===== src/sv/tbd_pkg.sv =====
// Shared types, screen-layout constants and helpers for the touch button decoder.
// No dependencies; used by the interfaces, the hit tester and the top level.
package tbd_pkg;

  // Field widths
  localparam int unsigned CmdW      = 2;
  localparam int unsigned CoordW    = 9;
  localparam int unsigned TimeW     = 32;
  localparam int unsigned TimeoutW  = 16;
  localparam int unsigned StepW     = 7;
  localparam int unsigned UdW       = 8;
  localparam int unsigned LrW       = 2;
  localparam int unsigned KeyW      = 5;
  localparam int unsigned CfgIdxW   = 2;
  localparam int unsigned CfgDataW  = 16;

  // Grid of sections
  localparam int unsigned MaxSections     = 16;
  localparam int unsigned GridSectionsDef = 16;
  localparam int unsigned GridCols        = 4;
  localparam int unsigned SectW           = $clog2(MaxSections);

  // Screen layout
  localparam int unsigned ScreenMaxX = 319;
  localparam int unsigned ScreenMaxY = 239;
  localparam int unsigned BarSize    = 20;
  localparam int unsigned Gap        = 5;
  localparam int unsigned HeaderH    = 17;
  localparam int unsigned CellW      = 75;
  localparam int unsigned CellH      = 45;
  localparam int unsigned GridTop    = 30;
  localparam int unsigned PanelW     = CellW * GridCols - Gap;

  localparam int unsigned UdXLo    = PanelW + Gap;
  localparam int unsigned UdXHi    = ScreenMaxX;
  localparam int unsigned UdYLo    = HeaderH;
  localparam int unsigned UdYHi    = ScreenMaxY;
  localparam int unsigned UpYHi    = HeaderH + BarSize;
  localparam int unsigned DownYLo  = ScreenMaxY - BarSize;
  localparam int unsigned LrXHi    = PanelW;
  localparam int unsigned LrYHi    = HeaderH;
  localparam int unsigned LeftXHi  = BarSize - Gap;
  localparam int unsigned RightXLo = PanelW - BarSize + Gap;
  localparam int unsigned CellSpanX = CellW - Gap;
  localparam int unsigned CellSpanY = CellH - Gap;

  // Register reset values
  localparam logic [TimeoutW-1:0] RepeatTimeoutRst = TimeoutW'(250);
  localparam logic [TimeoutW-1:0] AccelTimeoutRst  = TimeoutW'(1000);
  localparam logic [StepW-1:0]    AccelStepRst     = StepW'(10);

  typedef enum logic [CmdW-1:0] {
    CmdPoll    = 2'd0,
    CmdReadLr  = 2'd1,
    CmdReadKey = 2'd2,
    CmdUnused  = 2'd3
  } command_e;

  typedef enum logic [CfgIdxW-1:0] {
    RegRepeatTimeout = 2'd0,
    RegAccelTimeout  = 2'd1,
    RegAccelStep     = 2'd2,
    RegReserved      = 2'd3
  } cfg_reg_e;

  typedef enum logic [2:0] {
    BtnUp      = 3'd0,
    BtnDown    = 3'd1,
    BtnLeft    = 3'd2,
    BtnRight   = 3'd3,
    BtnSection = 3'd4,
    BtnNone    = 3'd5
  } button_e;

  // Outcome of one hit test
  typedef struct packed {
    button_e          button;
    logic [SectW-1:0] section;
  } hit_t;

  function automatic logic [CoordW-1:0] cell_x_lo(int unsigned idx);
    return CoordW'((idx % GridCols) * CellW);
  endfunction

  function automatic logic [CoordW-1:0] cell_y_lo(int unsigned idx);
    return CoordW'(GridTop + (idx / GridCols) * CellH);
  endfunction

endpackage


===== src/sv/tbd_if.sv =====
// Valid/ready channel interfaces for poll/read items and result items.
// Depends on tbd_pkg for field widths.
interface tbd_in_if;
  logic                         valid;
  logic                         ready;
  logic [tbd_pkg::CmdW-1:0]     command;
  logic [tbd_pkg::CoordW-1:0]   touch_x;
  logic [tbd_pkg::CoordW-1:0]   touch_y;
  logic                         touch_pressed;
  logic [tbd_pkg::TimeW-1:0]    now_ms;

  modport source (output valid, command, touch_x, touch_y, touch_pressed, now_ms,
                  input ready);
  modport sink   (input valid, command, touch_x, touch_y, touch_pressed, now_ms,
                  output ready);
endinterface

interface tbd_out_if;
  logic                           valid;
  logic                           ready;
  logic signed [tbd_pkg::UdW-1:0]  updown_step;
  logic signed [tbd_pkg::LrW-1:0]  leftright_step;
  logic signed [tbd_pkg::KeyW-1:0] key_index;

  modport source (output valid, updown_step, leftright_step, key_index, input ready);
  modport sink   (input valid, updown_step, leftright_step, key_index, output ready);
endinterface


===== src/sv/tbd_hit_test.sv =====
// Hit test of one touch sample against the up/down bar, the left/right bar and the grid.
// Depends on tbd_pkg for layout constants and the hit_t result type.
module tbd_hit_test #(
  parameter int unsigned GridSections = tbd_pkg::GridSectionsDef
) (
  input  logic [tbd_pkg::CoordW-1:0] touch_x_i,
  input  logic [tbd_pkg::CoordW-1:0] touch_y_i,
  input  logic                       touch_pressed_i,
  output tbd_pkg::hit_t              hit_o
);

  localparam int unsigned W = tbd_pkg::CoordW;

  logic                          in_ud_bar, in_lr_bar, in_up, in_down, in_left, in_right;
  logic [GridSections-1:0]       cell_hit;
  logic                          any_cell;
  logic [tbd_pkg::SectW-1:0]     cell_idx;

  assign in_ud_bar = touch_x_i >= W'(tbd_pkg::UdXLo) && touch_x_i <= W'(tbd_pkg::UdXHi) &&
                     touch_y_i >= W'(tbd_pkg::UdYLo) && touch_y_i <= W'(tbd_pkg::UdYHi);
  assign in_up     = touch_y_i <= W'(tbd_pkg::UpYHi);
  assign in_down   = touch_y_i >= W'(tbd_pkg::DownYLo);
  assign in_lr_bar = touch_x_i <= W'(tbd_pkg::LrXHi) && touch_y_i <= W'(tbd_pkg::LrYHi);
  assign in_left   = touch_x_i <= W'(tbd_pkg::LeftXHi);
  assign in_right  = touch_x_i >= W'(tbd_pkg::RightXLo);

  // Cells do not overlap each other, so each compare stands alone.
  always_comb begin
    for (int unsigned i = 0; i < GridSections; i++) begin
      cell_hit[i] =
        touch_x_i >= tbd_pkg::cell_x_lo(i) &&
        touch_x_i <= tbd_pkg::cell_x_lo(i) + W'(tbd_pkg::CellSpanX) &&
        touch_y_i >= tbd_pkg::cell_y_lo(i) &&
        touch_y_i <= tbd_pkg::cell_y_lo(i) + W'(tbd_pkg::CellSpanY);
    end
  end

  // Lowest index wins: scan from the top down.
  always_comb begin
    any_cell = 1'b0;
    cell_idx = '0;
    for (int i = GridSections - 1; i >= 0; i--) begin
      if (cell_hit[i]) begin
        any_cell = 1'b1;
        cell_idx = tbd_pkg::SectW'(i);
      end
    end
  end

  always_comb begin
    hit_o.button  = tbd_pkg::BtnNone;
    hit_o.section = cell_idx;
    if (touch_pressed_i) begin
      if (in_ud_bar) begin
        if (in_up) begin
          hit_o.button = tbd_pkg::BtnUp;
        end else if (in_down) begin
          hit_o.button = tbd_pkg::BtnDown;
        end
      end else if (in_lr_bar) begin
        if (in_left) begin
          hit_o.button = tbd_pkg::BtnLeft;
        end else if (in_right) begin
          hit_o.button = tbd_pkg::BtnRight;
        end
      end else if (any_cell) begin
        hit_o.button = tbd_pkg::BtnSection;
      end
    end
  end

endmodule


===== src/sv/touch_button_decoder.sv =====
// Top level of the touch button decoder: input register, decode and result register.
// Depends on tbd_pkg, the tbd_in_if/tbd_out_if interfaces and tbd_hit_test.
//
// Usage:
//   item_i carries one transaction per command: command 0 polls the panel (touch_x,
//   touch_y, touch_pressed, now_ms) and answers with an up/down step; command 1
//   reads one left/right tick; command 2 reads one key index. Every transaction
//   yields exactly one result transaction on result_o; fields that do not belong
//   to the command hold their none values (0, 0, -1).
//   The configuration port writes repeat_timeout_ms, accel_timeout_ms and
//   accel_step by index; write it only while no transaction is in flight.
// Pipeline and throughput:
//   A transaction is captured in the input register at its accept edge, decoded
//   combinationally from it and written into the result register at the first edge
//   on which that register is empty or drained, which raises result_o.valid.
//   One transaction per cycle is sustained while result_o takes results; the
//   critical path is the hit-test compares followed by the 32-bit held-time
//   subtract and timeout compares.
// Reset:
//   Both stages empty, registers at 250/1000/10, no button held, key -1.
// Stalls:
//   A stalled result holds in the result register; the input register keeps one
//   transaction behind it, then item_i.ready drops until result_o drains.
module touch_button_decoder #(
  parameter int unsigned GridSections = tbd_pkg::GridSectionsDef
) (
  input  logic                         clk_i,
  input  logic                         rst_ni,
  tbd_in_if.sink                       item_i,
  tbd_out_if.source                    result_o,
  input  logic                         cfg_we_i,
  input  logic [tbd_pkg::CfgIdxW-1:0]  cfg_idx_i,
  input  logic [tbd_pkg::CfgDataW-1:0] cfg_data_i
);

  localparam int unsigned TimeW = tbd_pkg::TimeW;

  // Configuration registers
  logic [tbd_pkg::TimeoutW-1:0] repeat_timeout_q, accel_timeout_q;
  logic [tbd_pkg::StepW-1:0]    accel_step_q;

  // Input register
  logic                        s1_valid_q;
  tbd_pkg::command_e           s1_cmd_q;
  logic [tbd_pkg::CoordW-1:0]  s1_x_q, s1_y_q;
  logic                        s1_pressed_q;
  logic [TimeW-1:0]            s1_now_q;

  // Decoder state
  tbd_pkg::button_e                btn_q, btn_d;
  logic signed [tbd_pkg::KeyW-1:0] section_q, section_d;
  logic                            tick_q, tick_d;
  logic [TimeW-1:0]                start_q, start_d;
  logic                            press_valid_q, press_valid_d;

  // Result register
  logic                            out_valid_q;
  logic signed [tbd_pkg::UdW-1:0]  ud_q, ud_d;
  logic signed [tbd_pkg::LrW-1:0]  lr_q, lr_d;
  logic signed [tbd_pkg::KeyW-1:0] key_q, key_d;

  logic                out_adv, s1_fire, in_fire;
  tbd_pkg::hit_t       hit;
  logic                new_start, tick_mid, is_step_btn, hold_off;
  logic [TimeW-1:0]    held;
  logic [tbd_pkg::UdW-1:0] mag;

  // Handshake: the result register frees a slot whenever it is empty or drained.
  assign out_adv      = !out_valid_q || result_o.ready;
  assign s1_fire      = s1_valid_q && out_adv;
  assign item_i.ready = !s1_valid_q || out_adv;
  assign in_fire      = item_i.valid && item_i.ready;

  assign result_o.valid          = out_valid_q;
  assign result_o.updown_step    = ud_q;
  assign result_o.leftright_step = lr_q;
  assign result_o.key_index      = key_q;

  // Configuration writes; the reserved index is dropped.
  always_ff @(posedge clk_i or negedge rst_ni) begin
    if (!rst_ni) begin
      repeat_timeout_q <= tbd_pkg::RepeatTimeoutRst;
      accel_timeout_q  <= tbd_pkg::AccelTimeoutRst;
      accel_step_q     <= tbd_pkg::AccelStepRst;
    end else if (cfg_we_i) begin
      case (tbd_pkg::cfg_reg_e'(cfg_idx_i))
        tbd_pkg::RegRepeatTimeout: repeat_timeout_q <= cfg_data_i;
        tbd_pkg::RegAccelTimeout:  accel_timeout_q  <= cfg_data_i;
        tbd_pkg::RegAccelStep:     accel_step_q     <= cfg_data_i[tbd_pkg::StepW-1:0];
        default: ;
      endcase
    end
  end

  // Input register: hold the transaction until the decode stage takes it.
  always_ff @(posedge clk_i or negedge rst_ni) begin
    if (!rst_ni) begin
      s1_valid_q <= 1'b0;
    end else if (item_i.ready) begin
      s1_valid_q <= item_i.valid;
    end
  end

  always_ff @(posedge clk_i) begin
    if (in_fire) begin
      s1_cmd_q     <= tbd_pkg::command_e'(item_i.command);
      s1_x_q       <= item_i.touch_x;
      s1_y_q       <= item_i.touch_y;
      s1_pressed_q <= item_i.touch_pressed;
      s1_now_q     <= item_i.now_ms;
    end
  end

  tbd_hit_test #(
    .GridSections(GridSections)
  ) u_hit_test (
    .touch_x_i      (s1_x_q),
    .touch_y_i      (s1_y_q),
    .touch_pressed_i(s1_pressed_q),
    .hit_o          (hit)
  );

  // Press timing for a poll: a new press starts the clock at now, so held is zero.
  assign new_start   = s1_pressed_q && hit.button != tbd_pkg::BtnNone && !press_valid_q;
  assign tick_mid    = s1_pressed_q && tick_q;
  assign held        = new_start ? '0 : s1_now_q - start_q;
  assign is_step_btn = hit.button == tbd_pkg::BtnUp || hit.button == tbd_pkg::BtnDown;
  assign hold_off    = tick_mid && held < TimeW'(repeat_timeout_q);
  assign mag         = (held > TimeW'(accel_timeout_q)) ? tbd_pkg::UdW'(accel_step_q)
                                                        : tbd_pkg::UdW'(1);

  always_comb begin
    btn_d         = btn_q;
    section_d     = section_q;
    tick_d        = tick_q;
    start_d       = start_q;
    press_valid_d = press_valid_q;
    ud_d          = '0;
    lr_d          = '0;
    key_d         = '1;
    case (s1_cmd_q)
      tbd_pkg::CmdPoll: begin
        btn_d  = hit.button;
        tick_d = tick_mid;
        if (hit.button == tbd_pkg::BtnSection) begin
          section_d = signed'(tbd_pkg::KeyW'(hit.section));
        end
        if (!s1_pressed_q) begin
          press_valid_d = 1'b0;
          start_d       = '0;
        end else if (new_start) begin
          press_valid_d = 1'b1;
          start_d       = s1_now_q;
        end
        // Emit a step unless a tick went out and the repeat delay has not passed.
        if (is_step_btn && !hold_off) begin
          tick_d = 1'b1;
          ud_d   = (hit.button == tbd_pkg::BtnDown) ? signed'(-mag) : signed'(mag);
        end
      end
      tbd_pkg::CmdReadLr: begin
        if ((btn_q == tbd_pkg::BtnLeft || btn_q == tbd_pkg::BtnRight) && !tick_q) begin
          tick_d = 1'b1;
          lr_d   = (btn_q == tbd_pkg::BtnLeft) ? '1 : tbd_pkg::LrW'(1);
        end
      end
      tbd_pkg::CmdReadKey: begin
        if (btn_q == tbd_pkg::BtnSection && !tick_q) begin
          tick_d = 1'b1;
          key_d  = section_q;
        end
      end
      default: ;
    endcase
  end

  // Advance decoder state once per decoded transaction.
  always_ff @(posedge clk_i or negedge rst_ni) begin
    if (!rst_ni) begin
      btn_q         <= tbd_pkg::BtnNone;
      section_q     <= '1;
      tick_q        <= 1'b0;
      start_q       <= '0;
      press_valid_q <= 1'b0;
    end else if (s1_fire) begin
      btn_q         <= btn_d;
      section_q     <= section_d;
      tick_q        <= tick_d;
      start_q       <= start_d;
      press_valid_q <= press_valid_d;
    end
  end

  // Result register
  always_ff @(posedge clk_i or negedge rst_ni) begin
    if (!rst_ni) begin
      out_valid_q <= 1'b0;
    end else if (out_adv) begin
      out_valid_q <= s1_valid_q;
    end
  end

  always_ff @(posedge clk_i) begin
    if (s1_fire) begin
      ud_q  <= ud_d;
      lr_q  <= lr_d;
      key_q <= key_d;
    end
  end

  // A held up/down button always has a recorded press start.
  a_step_btn_has_start: assert property (@(posedge clk_i) disable iff (!rst_ni)
    (btn_q == tbd_pkg::BtnUp || btn_q == tbd_pkg::BtnDown) |-> press_valid_q)
    else $error("up/down button held without a press start");

  // A released-panel poll clears the sent tick and the press.
  a_release_clears: assert property (@(posedge clk_i) disable iff (!rst_ni)
    (s1_fire && s1_cmd_q == tbd_pkg::CmdPoll && !s1_pressed_q)
      |=> (!tick_q && !press_valid_q && btn_q == tbd_pkg::BtnNone))
    else $error("release poll left press state behind");

  // A waiting input transaction is not lost or altered while the result stalls.
  a_s1_holds: assert property (@(posedge clk_i) disable iff (!rst_ni)
    (s1_valid_q && !out_adv) |=> (s1_valid_q && $stable(s1_now_q) && $stable(s1_cmd_q)))
    else $error("input register changed under a stall");

  // At most one field of a result carries an event.
  a_one_event: assert property (@(posedge clk_i) disable iff (!rst_ni)
    out_valid_q |-> ($countones({ud_q != '0, lr_q != '0, key_q != '1}) <= 1))
    else $error("result carries more than one event");

  // A reported key is always inside the configured grid.
  a_key_range: assert property (@(posedge clk_i) disable iff (!rst_ni)
    (out_valid_q && key_q != '1) |-> (key_q >= 0 && int'(key_q) < int'(GridSections)))
    else $error("key index outside the grid");

endmodule


===== src/flat_wrapper.sv =====
// flat-port wrapper written by rule: the top's interface ports become plain ports
module touch_button_decoder_flat 
#(
  parameter int unsigned GridSections = tbd_pkg::GridSectionsDef
)
  (clk_i, rst_ni, cfg_we_i, cfg_idx_i, cfg_data_i, item_i_valid, item_i_command, item_i_touch_x, item_i_touch_y, item_i_touch_pressed, item_i_now_ms, item_i_ready, result_o_valid, result_o_updown_step, result_o_leftright_step, result_o_key_index, result_o_ready);
  tbd_in_if item_i_i ();
  tbd_out_if result_o_i ();
  input  logic clk_i;
  input  logic rst_ni;
  input  logic cfg_we_i;
  input  logic [tbd_pkg::CfgIdxW-1:0] cfg_idx_i;
  input  logic [tbd_pkg::CfgDataW-1:0] cfg_data_i;
  input wire logic [$bits(item_i_i.valid)-1:0] item_i_valid;
  input wire logic [$bits(item_i_i.command)-1:0] item_i_command;
  input wire logic [$bits(item_i_i.touch_x)-1:0] item_i_touch_x;
  input wire logic [$bits(item_i_i.touch_y)-1:0] item_i_touch_y;
  input wire logic [$bits(item_i_i.touch_pressed)-1:0] item_i_touch_pressed;
  input wire logic [$bits(item_i_i.now_ms)-1:0] item_i_now_ms;
  output wire logic [$bits(item_i_i.ready)-1:0] item_i_ready;
  output wire logic [$bits(result_o_i.valid)-1:0] result_o_valid;
  output wire logic [$bits(result_o_i.updown_step)-1:0] result_o_updown_step;
  output wire logic [$bits(result_o_i.leftright_step)-1:0] result_o_leftright_step;
  output wire logic [$bits(result_o_i.key_index)-1:0] result_o_key_index;
  input wire logic [$bits(result_o_i.ready)-1:0] result_o_ready;
  assign item_i_i.valid = item_i_valid;
  assign item_i_i.command = item_i_command;
  assign item_i_i.touch_x = item_i_touch_x;
  assign item_i_i.touch_y = item_i_touch_y;
  assign item_i_i.touch_pressed = item_i_touch_pressed;
  assign item_i_i.now_ms = item_i_now_ms;
  assign item_i_ready = item_i_i.ready;
  assign result_o_valid = result_o_i.valid;
  assign result_o_updown_step = result_o_i.updown_step;
  assign result_o_leftright_step = result_o_i.leftright_step;
  assign result_o_key_index = result_o_i.key_index;
  assign result_o_i.ready = result_o_ready;
  touch_button_decoder #(.GridSections(GridSections)) u_core (.clk_i(clk_i), .rst_ni(rst_ni), .item_i(item_i_i), .result_o(result_o_i), .cfg_we_i(cfg_we_i), .cfg_idx_i(cfg_idx_i), .cfg_data_i(cfg_data_i));
endmodule

===== config.mk =====
export PLATFORM = sky130hd
export DESIGN_NAME = touch_button_decoder_flat
export DESIGN_NICKNAME = d
export VERILOG_FILES = /design/src/sv/tbd_pkg.sv /design/src/sv/tbd_if.sv /design/src/sv/tbd_hit_test.sv /design/src/sv/touch_button_decoder.sv /design/src/flat_wrapper.sv
export SDC_FILE = /design/constraint.sdc
export NUM_CORES = 1
export LEC_CHECK = 0
export CAP_MARGIN = 10
export CELL_PAD_IN_SITES_DETAIL_PLACEMENT = 1
export CELL_PAD_IN_SITES_GLOBAL_PLACEMENT = 1
export CORE_ASPECT_RATIO = 0.6
export CORE_UTILIZATION = 40
export CTS_BUF_LIST = sky130_fd_sc_hd__clkbuf_8 sky130_fd_sc_hd__clkbuf_16
export CTS_CLUSTER_DIAMETER = 30
export CTS_CLUSTER_SIZE = 16
export DETAILED_ROUTE_END_ITERATION = 16
export DONT_BUFFER_PORTS = 1
export GPL_TIMING_DRIVEN = 0
export PLACE_DENSITY_LB_ADDON = 0.3
export SYNTH_ARGS = -nofsm -noshare
export SYNTH_HDL_FRONTEND = slang
export SYNTH_SLANG_ARGS = --single-unit

===== constraint.sdc =====
create_clock -name clk_i -period 6.55 [get_ports clk_i]
set_clock_uncertainty 0.1 [all_clocks]
set_input_delay 0.3275 -clock clk_i [delete_from_list [all_inputs] [get_ports clk_i]]
set_output_delay 0.3275 -clock clk_i [all_outputs]
set_load 0.005 [all_outputs]

# Word-level counts from Yosys, hierarchy flattened
# Cells that the tools add are included.
[word_totals]
ff_bits = 151
in_bits = 76
[classes]
n_addsub = 2
n_lt_le_gt_ge = 27
n_eq_ne = 13
n_mux = 52
n_reduce_logical = 72
[ops]
columns = ["cell", "n"]
rows = [
  ["$mux 32", 3],
  ["$mux 4", 16],
  ["$logic_and 1x1->1", 49],
  ["$le 9x8->1 const B", 5],
  ["$ge 9x8->1 const B", 4],
  ["$gt 32x16->1", 1],
  ["$lt 32x16->1", 1],
  ["$sub 32x32->32", 1],
  ["$ge 9x7->1 const B", 3],
  ["$le 9x7->1 const B", 3],
  ["$mux 1", 22],
  ["$mux 3", 7],
  ["$ge 9x5->1 const B", 2],
  ["$ge 9x9->1 const B", 2],
  ["$le 9x9->1 const B", 2],
  ["$reduce_and 2->1", 7],
  ["$ge 9x1->1 const B", 1],
  ["$le 9x4->1 const B", 1],
  ["$le 9x5->1 const B", 1],
  ["$le 9x6->1 const B", 1],
  ["$mux 8", 1],
  ["$neg 8->8", 1],
  ["$mux 7", 1],
  ["$eq 3x2->1 const B", 2],
  ["other kinds (16)", 29],
]

# Depth between registers and ports, before layout
[logic_depth]
ltp_word = 34
mapped_depth = 28

# Hierarchy
# From an unflattened synthesis, not the netlist that was laid out.
[hier_totals]
cells_unflattened = 939
area_unflattened_um2 = 9376.5
[modules_own_cells]
columns = ["module", "n_inst", "cells_each", "area_per_inst_um2", "seq_area_each_um2"]
rows = [
  ["touch_button_decoder", 1, 845, 8795.9, 4145.2],
  ["tbd_hit_test", 1, 94, 580.6, 0.0],
]

# Worst setup path after synthesis
# OpenSTA, ideal clock, no wires.
[synth_timing]
path_type = "register to register"
startpoint = "register u_core.s1_x_q[3] (netlist bit)"
endpoint = "register u_core.ud_q, in the netlist u_core.result_o.updown_step[6], data pin"
setup_time_ns = 0.267
t_arrival_ns = 4.938
t_required_ns = 6.183
setup_slack_ns = 1.245
path_stages_with_launch = 25
n_path_buf = 3
synth_period_minus_slack_ns = 5.305
path_cell_list = "edfxtp_1 -> buf_6 -> or4_1 -> o2111ai_2 -> o211ai_1 -> or3_4 -> a31oi_4 -> nor2_2 -> clkbuf_1 -> nor2_1 -> ha_1 -> a21o_1 -> a21oi_1 -> nor2b_1 -> a2111oi_0 -> o21ai_0 -> or3_1 -> a22o_1 -> buf_2 -> nor2b_1 -> ha_1 -> nor3b_1 -> a21oi_1 -> xnor2_1 -> a211oi_1"
[synth_between]
elab_chain_cells = 33
word_cells_on_any_way = 90
[synth_rtl]
columns = ["item", "line_no", "rtl"]
rows = [
  ["start: declaration", "touch_button_decoder.sv:45", "logic [tbd_pkg::CoordW-1:0] s1_x_q, s1_y_q;"],
  ["start signal: assignment", "touch_button_decoder.sv:107", "s1_x_q <= item_i.touch_x;"],
  ["$ge 9x8->1 / $le 9x9->1 (equally long branches)", "tbd_hit_test.sv:31, tbd_hit_test.sv:23, tbd_hit_test.sv:32", ""],
  ["$logic_and 1x1->1", "tbd_hit_test.sv:31", "touch_x_i >= tbd_pkg::cell_x_lo(i) &&"],
  ["$logic_and 1x1->1", "tbd_hit_test.sv:32", "touch_x_i <= tbd_pkg::cell_x_lo(i) + W'(tbd_pkg::CellSpanX) &&"],
  ["$logic_and 1x1->1", "tbd_hit_test.sv:33", "touch_y_i >= tbd_pkg::cell_y_lo(i) &&"],
  ["$mux 1 (16 in series)", "tbd_hit_test.sv:43", "if (cell_hit[i]) begin"],
  ["$mux 1", "tbd_hit_test.sv:66", "end else if (any_cell) begin"],
  ["$mux 3", "tbd_hit_test.sv:60", "end else if (in_lr_bar) begin"],
  ["$mux 3 *", "tbd_hit_test.sv:54", "if (in_ud_bar) begin"],
  ["$mux 3 *", "tbd_hit_test.sv:53", "if (touch_pressed_i) begin"],
  ["parallel branches: the longest is 9 deep, another holds $gt 32x16->1", "--", ""],
  ["end signal: assignment", "touch_button_decoder.sv:205", "ud_q <= ud_d;"],
  ["end: declaration", "touch_button_decoder.sv:58", "logic signed [tbd_pkg::UdW-1:0] ud_q, ud_d;"],
]
# Mark *: on every way between the ends.
# A chain may end at the register's enable or synchronous reset.

# Final worst setup path
[layout_timing]
startpoint = "register u_core.s1_x_q[4] (netlist bit)"
endpoint = "register u_core.ud_q, in the netlist u_core.result_o.updown_step[6], data pin"
# Same word-level chain as after synthesis.

==> results.py <==
metrics = {
    "die": {
        "die_h_um": 118,
        "num_rows": 41,
        "die_w_um": 195,
        "core-area_mm2": 0.0215,
        "dieArea_mm2": 0.0230,
        "io_pins": 93,
        "initial_utilization_pct": 41.7,
    },
    "sta": {
        "hold_viol": 0,
        "tns_ps": 0,
        "setup_viol": 0,
        "worst_slew_pin_slew_ps": 1050,
        "max_freq_mhz": 163,
        "drv_slew": 0,
        "fin_ws_ps": 405,
        "layout_min_cycle_time_ps": 6140,
        "maxSlewHeadroom_pct": 28.8,
        "finalCritPeriodShare_pct": 93.8,
        "rsz0062_at_grt": "false",
    },
    "final_layout": {
        "final.fill_count": 2354,
        "antenna_cells": 0,
        "drive_above_1_share_pct": 10.1,
        "area_growth_pct": 19.2,
        "fin_nets": 1119,
    },
    "routing": {
        "vias": 7354,
        "drt_iter0_drc": 550,
        "vias_per_cell": 5.80,
        "antenna_left": 0,
        "drc": 0,
        "wire_per_inst_um": 20.3,
        "wirelength_mm": 25.7,
        "drt_pass1_iterations": 5,
    },
    "worst_setup_path": {
        "start_kind": "flop",
        "crit_required_ps": 6620,
        "cp-end-kind": "flop",
        "cp.arrival_ps": 6220,
        "crit_fanout": 10,
        "path_class": "reg2reg",
    },
    "clock_tree": {
        "numCtsBuffers": 17,
        "clk_latency_ps": 440,
        "tritoncts": "done",
        "cts_num_sinks": 151,
        "cts_root_buf": "clkbuf_16",
        "clockBufferDepth": 2,
        "post_cts_buffers": 0,
        "clk_pin_slew_ps": 70,
        "htreeDepth": 4,
    },
    "power": {
        "p_leak_uw": 0.00421,
        "p_switching_uw": 863,
        "power_frac_clock_pct": 35.2,
        "seq_power_share_pct": 42.0,
        "internal-power_uw": 1930,
        "ir_drop_v": 0.000189,
        "combPwrFrac_pct": 22.8,
        "p_per_area_mw_per_mm2": 262,
        "swShare_pct": 30.8,
    },
    "grt": {
        "gr-total-overflow": 0,
        "antenna_found_initial": 0,
        "grt_max_degree": 84,
        "grt_usage_pct": 23.3,
        "grt_pass1_vias": 7479,
        "grt_pass1_wl_mm": 41.4,
    },
    "yosys": {
        "synthesis.nets": 1027,
        "synthesis.instances": 885,
        "synth_edf_count": 68,
        "netlist.area_leader.share_pct": 22.8,
        "syn_avg_cell_area_um2": 10.1,
        "synth_area_leader_cell": "edfxtp_1",
        "ys_ff_latch": 151,
        "ys_seq_area_share_pct": 46.3,
        "ys_warn_count": 0,
        "ys_top_cells_by_area": "edfxtp_1 23%, dfrtp_1 17%, ha_1 9.1%, dfstp_2 6.2%, inv_1 3.4%",
        "syn_area_mm2": 0.00895,
        "async_flop_share_pct": 55.0,
        "ys_types": 75,
        "dominantRegCellSynth": "edfxtp_1",
    },
    "placement": {
        "pre_cts_ws_ps": 382,
        "io_buffer_count": 0,
        "gp_congestion": 0.909,
        "hpwlAfterDp_mm": 18.9,
    },
    "worst_hold_path": {
        "hold_class": "in2reg",
    },
    "outcome": {
        "outcome": "finished clean",
    },
    "run": {
        "max-cap-violations": 0,
    },
}
## synth_stat cells, drive strengths merged, types with 10 or more instances
cell    instances
nand4          15
nor2b          13
o211ai         16
nand2b         10
o21ai          60
a211oi         13
ha             65
inv            81
nand3          27
nor3           18
a21oi          50
mux2           25
dfstp          21
a22o           33
a21o           20
nand2          68
xnor2          11
edfxtp         68
dfrtp          62
nor2           47
clkbuf         28
## cell families after synthesis
| logic type | count (synthesis) | synth area share [%] |
|---|---|---|
| simple gates | 255 | 14.6 |
| compound gates | 254 | 19.7 |
| flops | 151 | 46.3 |
| buf+inv | 113 | 4.85 |
| fa+ha+maj | 67 | 9.42 |
| mux | 26 | 3.26 |
| xor+xnor | 19 | 1.86 |
## area by class of cell
type                       count  area, um^2  share of cell area (%)
buffer                        31         128                    1.20
clock buffer                  17         425                    3.98
clock inverter                15         155                    1.45
inverter                      81         304                    2.85
multi-input combinational    621        4400                    41.2
sequential                   151        4150                    38.8
tap                          279         349                    3.27
timing repair buffer          74         768                    7.19
## sequential cells by signal (all words and copies together), names as in the netlist
name,flops
u_core.section_q,5
u_core.result_o.leftright_step,2
u_core.btn_q,3
u_core.result_o.valid,1
u_core.result_o.key_index,5
u_core.tick_q,1
u_core.accel_step_q,7
u_core.repeat_timeout_q,16
u_core.press_valid_q,1
u_core.start_q,32
u_core.s1_y_q,9
u_core.s1_valid_q,1
u_core.s1_pressed_q,1
u_core.result_o.updown_step,8
u_core.s1_cmd_q,2
u_core.s1_x_q,9
u_core.accel_timeout_q,16
u_core.s1_now_q,32
## worst paths after layout
kind	slack, ps	to	startpoint	cells past startpoint
min in group asynchronous	430	u_core.repeat_timeout_q[10]	rst_ni	2
worst max register to register	410	u_core.result_o.updown_step[6]	u_core.s1_x_q[4]	24
worst min-delay path	50	u_core.s1_valid_q	result_o_ready	2
max in group asynchronous	5560	u_core.btn_q[0]	rst_ni	2
worst max-delay path	410	u_core.result_o.updown_step[6]	u_core.s1_x_q[4]	24
worst min register to register	390	u_core.section_q[4]	u_core.section_q[4]	1
## cells in the final DEF (no fill, tap or decap), types with 13 or more instances in the layout
| cell type | instances |
|---|---|
| o211ai_1 | 16 |
| nand2_1 | 68 |
| a21oi_1 | 50 |
| nand3_1 | 27 |
| a21o_1 | 20 |
| nand4_1 | 15 |
| ha_1 | 65 |
| dfstp_2 | 21 |
| clkbuf_1 | 26 |
| nor2_1 | 45 |
| nor2b_1 | 13 |
| mux2_2 | 25 |
| dfrtp_1 | 62 |
| edfxtp_1 | 68 |
| nor3_1 | 18 |
| o21ai_0 | 54 |
| inv_1 | 82 |
| dlygate4sd3_1 | 72 |
| a22o_1 | 33 |
| clkbuf_16 | 17 |
## worst max-delay path, stage by stage, from the launching register on
cell	delay, ps
edfxtp_1	360
clkbuf_1	240
or4_1	480
o2111ai_2	230
o211ai_1	150
or3_4	450
a31oi_4	250
nor2_4	100
nor2_1	280
ha_1	310
a21o_1	180
a21o_1	170
a21oi_1	260
nor3_1	80
a2111oi_0	300
o21ai_0	130
or3_1	360
a22o_1	280
buf_2	200
nor2b_1	160
ha_1	230
nor3b_2	180
a21oi_1	150
xnor2_1	140
a211oi_1	90
## timing repair
item,4_1_cts,5_1_grt
setup endpoints to repair,0,3
hold buffers,73,0
resized for setup,0,7
endpoints found under the hold margin,177,0
## metal layers
metal  global-route usage [%]  part of all wire [%]  up-vias
li1                         -                     -     3468
met1                     37.1                    54     3680
met2                     30.4                    39      187
met3                     5.79                   5.7       19
met4                     6.10                   1.0        0
met5                        0                     0        -
## metrics by stage
stage	util [%]	cells	power, uW	hold WS, ps	cell area (um^2)
floorplan	-	885	1590	-68.1	8950
global placement	43.3	1164	1730	-63.2	9300
detailed placement	43.4	1165	1760	-63.1	9330
CTS	49.6	1270	2810	35.8	10700
global route	49.7	1269	2930	56.0	10700
finish	49.7	1269	2800	54.0	10700
## power groups by stage
stage | registers (uW) | logic (uW) | clock network, uW
after detailed placement | 1190 | 575 | 0
final | 1170 | 639 | 983
after global placement | 1190 | 546 | 0
after floorplan | 1170 | 424 | 0
after global routing | 1190 | 713 | 1040
after CTS | 1170 | 630 | 1000
Power figures use the tool's default switching activity.
